### config.mk
export PLATFORM = sky130hd
export DESIGN_NAME = bch_error_locator_berlekamp
export DESIGN_NICKNAME = d
export VERILOG_FILES = /design/src/bchel_pkg.sv /design/src/bch_error_locator_berlekamp.sv /design/src/bchel_ctrl.sv /design/src/bchel_dpath.sv
export SDC_FILE = /design/constraint.sdc
export NUM_CORES = 2
export LEC_CHECK = 0
export BUFFER_PORTS_ARGS = -buffer_cell sky130_fd_sc_hd__clkbuf_2
export CORE_AREA = 2 2 437 439
export DETAILED_ROUTE_END_ITERATION = 16
export DIE_AREA = 0 0 439 441
export GPL_TIMING_DRIVEN = 0
export MAX_ROUTING_LAYER = met4
export PLACE_DENSITY = 0.71
export SYNTH_ARGS = -nofsm -noshare
export SYNTH_HDL_FRONTEND = slang
export SYNTH_SLANG_ARGS = --single-unit
### constraint.sdc
create_clock -name aclk -period 25.1 [get_ports aclk]
set_input_delay 5.02 -clock aclk [delete_from_list [all_inputs] [get_ports aclk]]
set_output_delay 5.02 -clock aclk [all_outputs]
set_load 0.005 [all_outputs]
### src/bchel_pkg.sv
`timescale 1ns / 1ps

package bchel_pkg;

    localparam int FIELD_BITS = 10;
    localparam int CORRECTION = 60;
    localparam int NSYN       = 2 * CORRECTION;
    localparam int IDX_W      = $clog2(CORRECTION + 1);
    localparam int ADDR_W     = $clog2(NSYN);
    localparam int DEG_W      = $clog2(4 * CORRECTION + 1);
    localparam int INV_STEPS  = FIELD_BITS - 1;
    localparam int STEP_W     = $clog2(FIELD_BITS);

    localparam int SYN_W  = 10;
    localparam int POLY_W = 11;
    localparam int CIDX_W = 6;
    localparam int DEGO_W = 8;

    localparam logic [POLY_W-1:0] POLY_RESET = 11'd1033;

    typedef logic [FIELD_BITS-1:0] felem_t;

    typedef struct packed {
        logic              load_we;
        logic [ADDR_W-1:0] load_addr;
        logic              init;
        logic              rd_en;
        logic [ADDR_W-1:0] rd_addr;
        logic              inv_start;
        logic              d_from_mem;
        logic              inv_sq;
        logic              inv_mul;
        logic              scale;
        logic              decide;
        logic              pass1;
        logic              upd_en;
        logic              sp_zero;
        logic              d_clear;
        logic              pass2;
        logic              acc_en;
        logic              rotate_out;
        logic [IDX_W-1:0]  mu;
    } dp_cmd_t;

    function automatic felem_t gf_mul(felem_t a, felem_t b, felem_t poly);
        felem_t p;
        p = '0;
        for (int k = FIELD_BITS - 1; k >= 0; k--) begin
            if (p[FIELD_BITS-1]) begin
                p = felem_t'(p << 1) ^ poly;
            end else begin
                p = felem_t'(p << 1);
            end
            if (b[k]) begin
                p = p ^ a;
            end
        end
        return p;
    endfunction

endpackage

### src/bch_error_locator_berlekamp.sv
`timescale 1ns / 1ps
// Channel  Direction  Ports                                      Content
// s_       in         s_valid s_ready s_syndrome_value          one syndrome per item
// m_       out        m_valid m_ready m_coeff_index m_coeff_value
//                     m_locator_degree m_last_coeff              one coefficient per item
// cfg_     in         cfg_valid cfg_ready cfg_data               field polynomial
//
// Syndromes load one per cycle while s_ready is high. After the last one the run takes CORRECTION
// rounds (the last skips the discrepancy pass); a single shared field multiplier serves the
// inverse, the update and the sum in turn.
// The next word's syndromes may load while coefficients are being delivered.
// Reset is synchronous and active low; it restores the default field polynomial.
// A stalled result holds the block in its output phase until taken.

module bch_error_locator_berlekamp (
    input  logic                          aclk,
    input  logic                          aresetn,
    input  logic                          s_valid,
    output logic                          s_ready,
    input  logic [bchel_pkg::SYN_W-1:0]   s_syndrome_value,
    output logic                          m_valid,
    input  logic                          m_ready,
    output logic [bchel_pkg::CIDX_W-1:0]  m_coeff_index,
    output logic [bchel_pkg::SYN_W-1:0]   m_coeff_value,
    output logic [bchel_pkg::DEGO_W-1:0]  m_locator_degree,
    output logic                          m_last_coeff,
    input  logic                          cfg_valid,
    output logic                          cfg_ready,
    input  logic [bchel_pkg::POLY_W-1:0]  cfg_data
);
    import bchel_pkg::*;

    dp_cmd_t cmd;

    assign cfg_ready = 1'b1;

    bchel_ctrl u_ctrl (
        .aclk        (aclk),
        .aresetn     (aresetn),
        .s_valid     (s_valid),
        .s_ready     (s_ready),
        .m_valid     (m_valid),
        .m_ready     (m_ready),
        .coeff_index (m_coeff_index),
        .last_coeff  (m_last_coeff),
        .cmd         (cmd)
    );

    bchel_dpath u_dpath (
        .aclk        (aclk),
        .aresetn     (aresetn),
        .cmd         (cmd),
        .cfg_we      (cfg_valid && cfg_ready),
        .cfg_poly    (cfg_data),
        .syn_in      (s_syndrome_value),
        .coeff_value (m_coeff_value),
        .degree      (m_locator_degree)
    );

endmodule

### src/bchel_ctrl.sv
`timescale 1ns / 1ps

module bchel_ctrl (
    input  logic              aclk,
    input  logic              aresetn,
    input  logic              s_valid,
    output logic              s_ready,
    output logic              m_valid,
    input  logic              m_ready,
    output logic [bchel_pkg::CIDX_W-1:0] coeff_index,
    output logic              last_coeff,
    output bchel_pkg::dp_cmd_t cmd
);
    import bchel_pkg::*;

    localparam logic [3:0] ST_LOAD   = 4'd0;
    localparam logic [3:0] ST_INIT   = 4'd1;
    localparam logic [3:0] ST_INVST  = 4'd2;
    localparam logic [3:0] ST_SQ     = 4'd3;
    localparam logic [3:0] ST_MUL    = 4'd4;
    localparam logic [3:0] ST_SCALE  = 4'd5;
    localparam logic [3:0] ST_DECIDE = 4'd6;
    localparam logic [3:0] ST_PASS1  = 4'd7;
    localparam logic [3:0] ST_PREP2  = 4'd8;
    localparam logic [3:0] ST_PASS2  = 4'd9;
    localparam logic [3:0] ST_OUT    = 4'd10;

    localparam logic [IDX_W-1:0]  IDX_LAST  = IDX_W'(CORRECTION);
    localparam logic [IDX_W-1:0]  MU_LAST   = IDX_W'(CORRECTION - 1);
    localparam logic [ADDR_W-1:0] LOAD_LAST = ADDR_W'(NSYN - 1);
    localparam logic [STEP_W-1:0] STEP_LAST = STEP_W'(INV_STEPS - 1);

    logic [3:0]        state_reg, state_next;
    logic [IDX_W-1:0]  mu_reg, mu_next;
    logic [IDX_W-1:0]  idx_reg, idx_next;
    logic [STEP_W-1:0] step_reg, step_next;
    logic [ADDR_W-1:0] load_reg, load_next;

    logic [IDX_W:0]   top_raw;
    logic [IDX_W:0]   top_w;
    logic [IDX_W:0]   idx_w;
    logic [IDX_W+1:0] addr_next_w;
    logic [IDX_W+1:0] addr_first_w;
    logic             load_fire;

    assign top_raw      = {mu_reg, 1'b1};
    assign top_w        = (top_raw > (IDX_W + 1)'(CORRECTION)) ? (IDX_W + 1)'(CORRECTION)
                                                                : top_raw;
    assign idx_w        = {1'b0, idx_reg};
    assign addr_first_w = {mu_reg, 1'b0} + (IDX_W + 2)'(2);
    assign addr_next_w  = {1'b0, mu_reg, 1'b1} - {2'b00, idx_reg};

    assign s_ready   = (state_reg == ST_LOAD) ||
                       ((state_reg == ST_OUT) && (load_reg != LOAD_LAST));
    assign load_fire = s_valid && s_ready;
    assign m_valid   = (state_reg == ST_OUT);
    assign coeff_index = CIDX_W'(idx_reg);
    assign last_coeff  = (idx_reg == IDX_LAST);

    always_comb begin
        state_next = state_reg;
        mu_next    = mu_reg;
        idx_next   = idx_reg;
        step_next  = step_reg;
        load_next  = load_reg;
        cmd        = '0;
        cmd.mu        = mu_reg;
        cmd.load_addr = load_reg;
        cmd.load_we   = load_fire;
        cmd.upd_en    = (idx_reg != '0) && (idx_w <= top_w);
        cmd.acc_en    = (idx_w <= top_w);
        cmd.sp_zero   = (idx_w < (IDX_W + 1)'(2));

        if (load_fire) begin
            if (load_reg == LOAD_LAST) begin
                load_next  = '0;
                state_next = ST_INIT;
            end else begin
                load_next = load_reg + ADDR_W'(1);
            end
        end

        unique case (state_reg)
            ST_LOAD: begin
            end
            ST_INIT: begin
                cmd.init    = 1'b1;
                cmd.rd_en   = 1'b1;
                cmd.rd_addr = '0;
                mu_next     = '0;
                state_next  = ST_INVST;
            end
            ST_INVST: begin
                cmd.inv_start  = 1'b1;
                cmd.d_from_mem = (mu_reg == '0);
                step_next      = '0;
                state_next     = ST_SQ;
            end
            ST_SQ: begin
                cmd.inv_sq = 1'b1;
                state_next = ST_MUL;
            end
            ST_MUL: begin
                cmd.inv_mul = 1'b1;
                step_next   = step_reg + STEP_W'(1);
                state_next  = (step_reg == STEP_LAST) ? ST_SCALE : ST_SQ;
            end
            ST_SCALE: begin
                cmd.scale  = 1'b1;
                state_next = ST_DECIDE;
            end
            ST_DECIDE: begin
                cmd.decide = 1'b1;
                idx_next   = '0;
                state_next = ST_PASS1;
            end
            ST_PASS1: begin
                cmd.pass1 = 1'b1;
                idx_next  = idx_reg + IDX_W'(1);
                if (idx_reg == IDX_LAST) begin
                    idx_next   = '0;
                    state_next = (mu_reg == MU_LAST) ? ST_OUT : ST_PREP2;
                end
            end
            ST_PREP2: begin
                cmd.d_clear = 1'b1;
                cmd.rd_en   = 1'b1;
                cmd.rd_addr = addr_first_w[ADDR_W-1:0];
                state_next  = ST_PASS2;
            end
            ST_PASS2: begin
                cmd.pass2   = 1'b1;
                cmd.rd_en   = (idx_w < top_w);
                cmd.rd_addr = addr_next_w[ADDR_W-1:0];
                idx_next    = idx_reg + IDX_W'(1);
                if (idx_reg == IDX_LAST) begin
                    idx_next   = '0;
                    mu_next    = mu_reg + IDX_W'(1);
                    state_next = ST_INVST;
                end
            end
            ST_OUT: begin
                if (m_ready) begin
                    cmd.rotate_out = 1'b1;
                    idx_next       = idx_reg + IDX_W'(1);
                    if (idx_reg == IDX_LAST) begin
                        idx_next   = '0;
                        state_next = ST_LOAD;
                    end
                end
            end
            default: begin
                state_next = ST_LOAD;
            end
        endcase
    end

    always_ff @(posedge aclk) begin
        if (!aresetn) begin
            state_reg <= ST_LOAD;
            mu_reg    <= '0;
            idx_reg   <= '0;
            step_reg  <= '0;
            load_reg  <= '0;
        end else begin
            state_reg <= state_next;
            mu_reg    <= mu_next;
            idx_reg   <= idx_next;
            step_reg  <= step_next;
            load_reg  <= load_next;
        end
    end

endmodule

### src/bchel_dpath.sv
`timescale 1ns / 1ps

module bchel_dpath (
    input  logic                          aclk,
    input  logic                          aresetn,
    input  bchel_pkg::dp_cmd_t            cmd,
    input  logic                          cfg_we,
    input  logic [bchel_pkg::POLY_W-1:0]  cfg_poly,
    input  logic [bchel_pkg::SYN_W-1:0]   syn_in,
    output logic [bchel_pkg::SYN_W-1:0]   coeff_value,
    output logic [bchel_pkg::DEGO_W-1:0]  degree
);
    import bchel_pkg::*;

    felem_t poly_reg;
    felem_t syn_mem [NSYN];
    felem_t rdata_reg;
    felem_t loc_reg [CORRECTION + 1];
    felem_t sp_reg  [CORRECTION + 1];
    felem_t dl1_reg, dl2_reg, ds1_reg, ds2_reg;
    felem_t d_reg, dp_reg, base_reg, r_reg, scale_reg;
    logic   grows_reg;
    logic [DEG_W-1:0] deg_reg, degp_reg, tr1_reg;

    felem_t mul_a, mul_b, prod, inv_val, loc_head, sp_head;
    logic [DEG_W-1:0] grow_to;
    logic [15:0]      deg_wide;
    logic             grows;

    assign inv_val = (dp_reg == '0) ? '0 : r_reg;
    assign grow_to = DEG_W'({cmd.mu, 1'b1}) - tr1_reg + degp_reg;
    assign grows   = (d_reg != '0) && (grow_to > deg_reg);

    always_comb begin
        if (cmd.inv_sq) begin
            mul_a = base_reg;
            mul_b = base_reg;
        end else if (cmd.inv_mul) begin
            mul_a = r_reg;
            mul_b = base_reg;
        end else if (cmd.scale) begin
            mul_a = d_reg;
            mul_b = inv_val;
        end else if (cmd.pass1) begin
            mul_a = scale_reg;
            mul_b = sp_reg[0];
        end else begin
            mul_a = loc_reg[0];
            mul_b = rdata_reg;
        end
        prod = gf_mul(mul_a, mul_b, poly_reg);
    end

    assign loc_head = cmd.upd_en ? (loc_reg[0] ^ prod) : loc_reg[0];
    assign sp_head  = cmd.sp_zero ? '0 : (grows_reg ? dl2_reg : ds2_reg);

    always_ff @(posedge aclk) begin
        if (!aresetn) begin
            poly_reg <= felem_t'(POLY_RESET);
        end else if (cfg_we) begin
            poly_reg <= felem_t'(cfg_poly);
        end
    end

    always_ff @(posedge aclk) begin
        if (cmd.load_we) begin
            syn_mem[cmd.load_addr] <= felem_t'(syn_in);
        end
        if (cmd.rd_en) begin
            rdata_reg <= syn_mem[cmd.rd_addr];
        end
    end

    always_ff @(posedge aclk) begin
        if (cmd.init) begin
            for (int j = 0; j <= CORRECTION; j++) begin
                loc_reg[j] <= (j == 0) ? felem_t'(1) : '0;
                sp_reg[j]  <= (j == 1) ? felem_t'(1) : '0;
            end
            deg_reg  <= '0;
            degp_reg <= '0;
            tr1_reg  <= '0;
            dp_reg   <= felem_t'(1);
        end else if (cmd.pass1) begin
            for (int j = 0; j < CORRECTION; j++) begin
                loc_reg[j] <= loc_reg[j+1];
                sp_reg[j]  <= sp_reg[j+1];
            end
            loc_reg[CORRECTION] <= loc_head;
            sp_reg[CORRECTION]  <= sp_head;
            dl1_reg <= loc_reg[0];
            dl2_reg <= dl1_reg;
            ds1_reg <= sp_reg[0];
            ds2_reg <= ds1_reg;
        end else if (cmd.pass2 || cmd.rotate_out) begin
            for (int j = 0; j < CORRECTION; j++) begin
                loc_reg[j] <= loc_reg[j+1];
            end
            loc_reg[CORRECTION] <= loc_reg[0];
        end

        if (cmd.inv_start) begin
            base_reg <= dp_reg;
            r_reg    <= felem_t'(1);
            if (cmd.d_from_mem) begin
                d_reg <= rdata_reg;
            end
        end
        if (cmd.inv_sq) begin
            base_reg <= prod;
        end
        if (cmd.inv_mul) begin
            r_reg <= prod;
        end
        if (cmd.scale) begin
            scale_reg <= prod;
        end
        if (cmd.decide) begin
            grows_reg <= grows;
            if (grows) begin
                deg_reg  <= grow_to;
                tr1_reg  <= DEG_W'({cmd.mu, 1'b1});
                dp_reg   <= d_reg;
                degp_reg <= deg_reg;
            end
        end
        if (cmd.d_clear) begin
            d_reg <= '0;
        end else if (cmd.pass2 && cmd.acc_en) begin
            d_reg <= d_reg ^ prod;
        end
    end

    assign deg_wide    = 16'(deg_reg);
    assign degree      = (deg_wide > 16'd255) ? 8'hFF : deg_wide[7:0];
    assign coeff_value = SYN_W'(loc_reg[0]);

endmodule

# --- Word-level counts from Yosys, hierarchy flattened ---
# Memories as Yosys holds them, arrays and structs flattened. A register that Yosys moved wholly into a read port is not among the register bits.
# Index checks and enable logic that the tools add are counted.
totals:
  elab_cells: 555
  output_inout_bits: 28
  n_memories: 3
  reg_bits: 152
  input_bits: 26
  ram_bits: 2420
op_classes:
  muxes: 274
  add_sub_neg: 8
  n_bitwise: 204
  order_cmp: 6
  n_reduce_logical: 24
  n_eq_ne: 17
mem_list:
  columns: ["name", "depth", "width", "read_ports", "rd_ports_with_merged_regs", "wr", "line_no", "rtl"]
  rows:
  - ["u_dpath.syn_mem", 120, 10, 1, 1, 1, "bchel_dpath.sv:16", "felem_t syn_mem [NSYN];"]
  - ["u_dpath.loc_reg", 61, 10, 61, 0, 61, "bchel_dpath.sv:18", "felem_t loc_reg [CORRECTION + 1];"]
  - ["u_dpath.sp_reg", 61, 10, 61, 0, 61, "bchel_dpath.sv:19", "felem_t sp_reg [CORRECTION + 1];"]
op_table:
  columns: ["operator", "count"]
  rows:
  - ["10-bit two-way mux", 224]
  - ["10-bit bitwise XOR", 20]
  - ["1-bit bitwise OR", 183]
  - ["8-bit two-way mux", 10]
  - ["4-bit case mux with 11 select lines", 1]
  - ["4-bit two-way mux", 6]
  - ["8-bit case mux with 3 select lines", 1]
  - ["1-bit two-way mux", 21]
  - ["6-bit two-way mux", 3]
  - ["6-bit case mux with 3 select lines", 1]
  - ["4-bit by 3-bit == test with 1-bit output (second input constant)", 4]
  - ["4-bit == test (second input constant)", 4]
  - ["7-bit two-way mux", 2]
  - ["6-bit by 1-bit adder with 6-bit output (second input constant)", 2]
  - ["6-bit == test (second input constant)", 2]
  - ["6-bit case mux with 2 select lines", 1]
  - ["2-bit nonzero test", 6]
  - ["10-bit logical NOT", 1]
  - ["10-bit nonzero test", 1]
  - ["8-bit adder", 1]
  - ["4-bit by 2-bit == test with 1-bit output (second input constant)", 2]
  - ["8-bit greater-than comparator", 1]
  - ["8-bit greater-than comparator (second input constant)", 1]
  - ["4-bit case mux with 2 select lines", 1]
  - ["25 further kinds", 34]

# --- Depth between registers and ports, before layout ---
depth:
  depth_word: 47
  ltp_mapped: 26
  depth_no_buf: 21

# --- Modules after synthesis ---
# From an unflattened synthesis, not the netlist that was laid out.
hier_totals:
  hier_cells: 5974
  hier_area_um2: 103505.5
modules_own_cells:
  columns: ["mod", "area_per_inst_um2", "instances", "cells_each"]
  rows:
  - ["bchel_dpath", 101416.0, 1, 5696]
  - ["bchel_ctrl", 2078.2, 1, 276]
  - ["bch_error_locator_berlekamp", 11.3, 1, 2]

# --- Worst setup path after synthesis ---
# No wires, ideal clock.
synth_path:
  path_kind: "reg-to-reg"
  from: "register u_ctrl.state_reg[3]"
  to: "memory u_dpath.sp_reg[0][0] (netlist name) (enable)"
  stages_incl_launch_ff: 9
  slack_ns: 9.088
  required_time_ns: 20.794
  path_buffers: 5
  arrival_time_ns: 11.705
  cell_sequence: "dfxtp_1 > buf_2 > clkbuf_1 > nor2_1 > nand2_1 > clkbuf_1 > clkbuf_1 > clkbuf_1 > nand2_1"
synth_lines:
  columns: ["item", "line_no", "rtl"]
  rows:
  - ["start, declared", "bchel_ctrl.sv:33", "logic [3:0] state_reg, state_next;"]
  - ["start signal, assigned", "bchel_ctrl.sv:166", "state_reg <= state_next;"]
  - ["end, declared", "bchel_dpath.sv:19", null]

# --- Worst setup path after layout ---
layout_path:
  from: "register u_ctrl.state_reg[1]"
  to: "output s_ready"
layout_via:
  elab_chain_cells: 3
  elab_cells_between_ends: 4
  classes_between: "eq/ne: 1; reduce/logical: 3"
layout_rtl:
  columns: ["item", "line_no", "rtl"]
  rows:
  - ["4-bit == test", "bchel_ctrl.sv:54", "((state_reg == ST_OUT) && (load_reg != LOAD_LAST));"]
  - ["1-bit logical AND", "bchel_ctrl.sv:54", null]
  - ["1-bit logical OR *", "bchel_ctrl.sv:53", "assign s_ready = (state_reg == ST_LOAD) ||"]
  - ["end, declared", "bch_error_locator_berlekamp.sv:19", "output logic s_ready,"]
# Mark *: on every way between the ends. The rest lies on a longest branch, timed or not.

==> flow_summary.yaml <==
outcome:
  outcome: "finished with violations"
  violations: "max-capacitance violations, max-slew violations"
yosys:
  synth-seq-area-share_pct: 74.1
  synth_ff_type: "edfxtp_1"
  ys_top_cells_by_area: "edfxtp_1 (73%), mux4_2 (5.8%), and2_1 (3.6%)"
  synth_top_area_cell: "edfxtp_1"
  syn_area_per_cell_sq_um: 16.1
  synth.distinct_cells: 97
  syn-instance-count: 6441
  syn-num-nets: 6510
  synth-async-reset-ratio_pct: 0
  synth_seq_cells: 2582
  yosys_warnings: 0
  synth_top_area_share_pct: 72.5
  synth_edf_count: 2501
  synthesis.area_sq_um: 104000
power_and_ir_drop:
  p_int_uw: 7010
  finalPower_uw: 8710
  p_clk_share_pct: 44.2
  p_per_area_nw_per_um2: 74.9
  power_frac_seq_pct: 53.9
  ir_drop_uv: 78.9
  power.switching_uw: 1700
  p_leak_uw: 0.0370
  p_sw_share_pct: 19.6
  comb_power_share_pct: 1.9
global_route:
  grt_pass1_vias: 54200
  grt_pass1_wl_um: 341000
  track_usage_pct: 24.3
  grt_max_degree: 81
  overflow: 0
  antenna_found_initial: 5
clocking:
  htree_levels: 5
  path_clk_slew_ns: 0.06
  clock_latency_ns: 0.92
  clock_sinks: 2582
  cts_tree: "built"
  cts_hold_buf: 0
  cts.repair.resized: 0
  cts_buffers: 274
  cts_root_buffer: "clkbuf_16"
  postCtsSetupRepairBufs: 0
  cts_buffer_depth: 4
timing:
  fin_crit_ns: 8.80
  hold_ws_ns: 0.419
  finalHoldViolations: 0
  worst_slew_pin_slew_ns: 1.60
  final-setup-viol-count: 0
  slew_viol_final: 43
  tns_ns: 0
  skew_ns: 0.0637
  rsz0062_at_grt: "no"
  fmax_mhz: 114
  finalCritPeriodShare_pct: 35.0
  slew_headroom_pct: -6.34
die:
  io_pins: 54
  rows: 160
  start_util_pct: 54.7
  die-area_sq_um: 194000
  die_y_um: 441
  core_sq_um: 189000
  die_x_um: 439
final_layout:
  fin_nets: 6866
  drive_gt1_share_pct: 11.4
  syn_to_final_growth_pct: 12.2
  largest_register_ffs: 1200
  layout.cells.non_filler: 9497
route:
  drt-total-wl_um: 228000
  post_drt_wl_per_cell_um: 24.0
  vias_per_cell: 5.84
  dr.pass1.iters: 6
  ant_nets: 0
  drtIter0Drc: 5413
  drc_errors: 0
  num_vias: 55500
critical_path:
  cp.required_ns: 20.08
  crit_chain: "buf_6 -> buf_6 -> clkbuf_1 -> clkbuf_1 -> and3_1 -> a21oi_1 -> nor3_1 -> clkbuf_2"
  worstSetupEndpointType: "primary output"
  cpLargestDelayFamily: "buffers and inverters"
  critPathLaunchType: "register"
  arrival_ns: 3.78
  crit_type: "reg2out"
  cp_max_fo: 10
  cpMaxStageDelayCell: "nor3_1"
  cpPeakStageDelay_ns: 0.85
  crit_buf_inv: 5
placed_design:
  port_buffers: 49
  hpwl_um: 146000
  dp_cells: 9030
  gp_congestion: 0.948
min_path:
  hold_path.class: "reg2reg"
run:
  cap_violations: 5
==> cells by family (layout without fill, tap and decap cells) <==
family                     Yosys count  in the layout  synth area share [%]
adders and majority gates           43             43                 0.570
buffers and inverters              502           1043                  1.91
other                                1              5               0.00362
and+or+nand+nor                   2298           2298                  12.0
xor gates and xnor gates           168            168                  1.58
muxes                              304            304                  6.19
DFF                               2582           2582                  74.1
AOI/OAI and AO/OA                  543            543                  3.69
==> power by group through the flow <==
stage	sequential [uW]	combinational (uW)	clock [uW]
6_report	4690	164	3850
5_1_grt	4690	169	4080
4_1_cts	4690	160	3910
3_5_place_dp	4790	159	0
3_3_place_gp	4790	150	0
2_1_floorplan	4790	72.2	0
==> per-stage QoR <==
step / setup slack, ns / util [%] / area [sq um]
CTS: 16.33 / 61.4 / 116000
global route: 16.31 / 61.4 / 116000
detailed placement: 16.17 / 57.0 / 108000
finish: 16.30 / 61.4 / 116000
floorplan: 9.09 / - / 104000
global placement: 2.94 / 56.5 / 107000
==> cells in the mapped netlist, drive strengths merged (36+ instances only) <==
cell,count
clkbuf,342
inv,74
nor2,227
a31oi,43
a21oi,101
nand2,535
o21ai,98
mux4,269
nor2b,366
xnor2,133
buf,85
dfxtp,81
ha,36
a311oi,47
nand3,87
a211oi,86
and2,597
edfxtp,2501
and3,362
==> path summary, 6_finish.rpt <==
path	startpoint	to	slack, ns	cells after the start
worst max-delay path	u_ctrl.state_reg[1]	s_ready	16.30	8
worst min-delay path	u_dpath.dl1_reg[6]	u_dpath.dl2_reg[6]	0.42	0
worst max register to register	u_ctrl.state_reg[1]	u_dpath.loc_reg[1][285]	17.17	24
worst min register to register	u_dpath.dl1_reg[6]	u_dpath.dl2_reg[6]	0.42	0
==> worst reg2reg max path, cell delays in order (launching register included) <==
cell and delay, ns:
dfxtp_1 0.32, buf_6 0.14, buf_6 0.17, and2_1 0.13
buf_2 0.32, nand2_2 0.27, inv_2 0.77, a221oi_2 0.16
a2bb2oi_4 0.26, xnor2_1 0.17, o21a_1 0.23, or3_1 0.40
a2111oi_0 0.45, a21oi_1 0.17, a31o_1 0.28, nand2_1 0.15
buf_1 0.43, nand2_1 0.13, xor2_1 0.18, xnor2_1 0.73
nand2_1 0.15, xnor2_1 0.18, xnor2_1 1.10, o21ai_0 0.31
a21oi_1 0.20
==> layout by cell type, fill, tap and decap left out, drive strengths merged, types with 86 or more instances in the layout <==
master / instances
a211oi: 86
edfxtp: 2501
mux4: 269
nor2: 227
o21ai: 98
nand2: 535
and2: 597
xnor2: 133
nand3: 87
clkbuf: 722
nor2b: 366
clkinv: 100
and3: 362
a21oi: 101
buf: 116
==> per-layer routing <==
metal	up-vias	global-route usage (%)	routed length, um
met5	-	-	0
met1	27900	32.3	92800
li1	24800	-	-
met2	2197	37.0	108000
met3	509	4.56	17400
met4	0	10.5	10100
==> area by class of cell <==
class,instances,area (sq um)
Sequential cell,2582,76700
Fill cell,13500,72900
Multi-Input combinational cell,3357,24900
Clock buffer,331,7280
Tap cell,2511,3140
Buffer,427,1700
Clock inverter,130,1140
Timing Repair Buffer,80,1060
Inverter,75,282
Antenna cell,4,10.0
(Power assumes the default switching activity.)
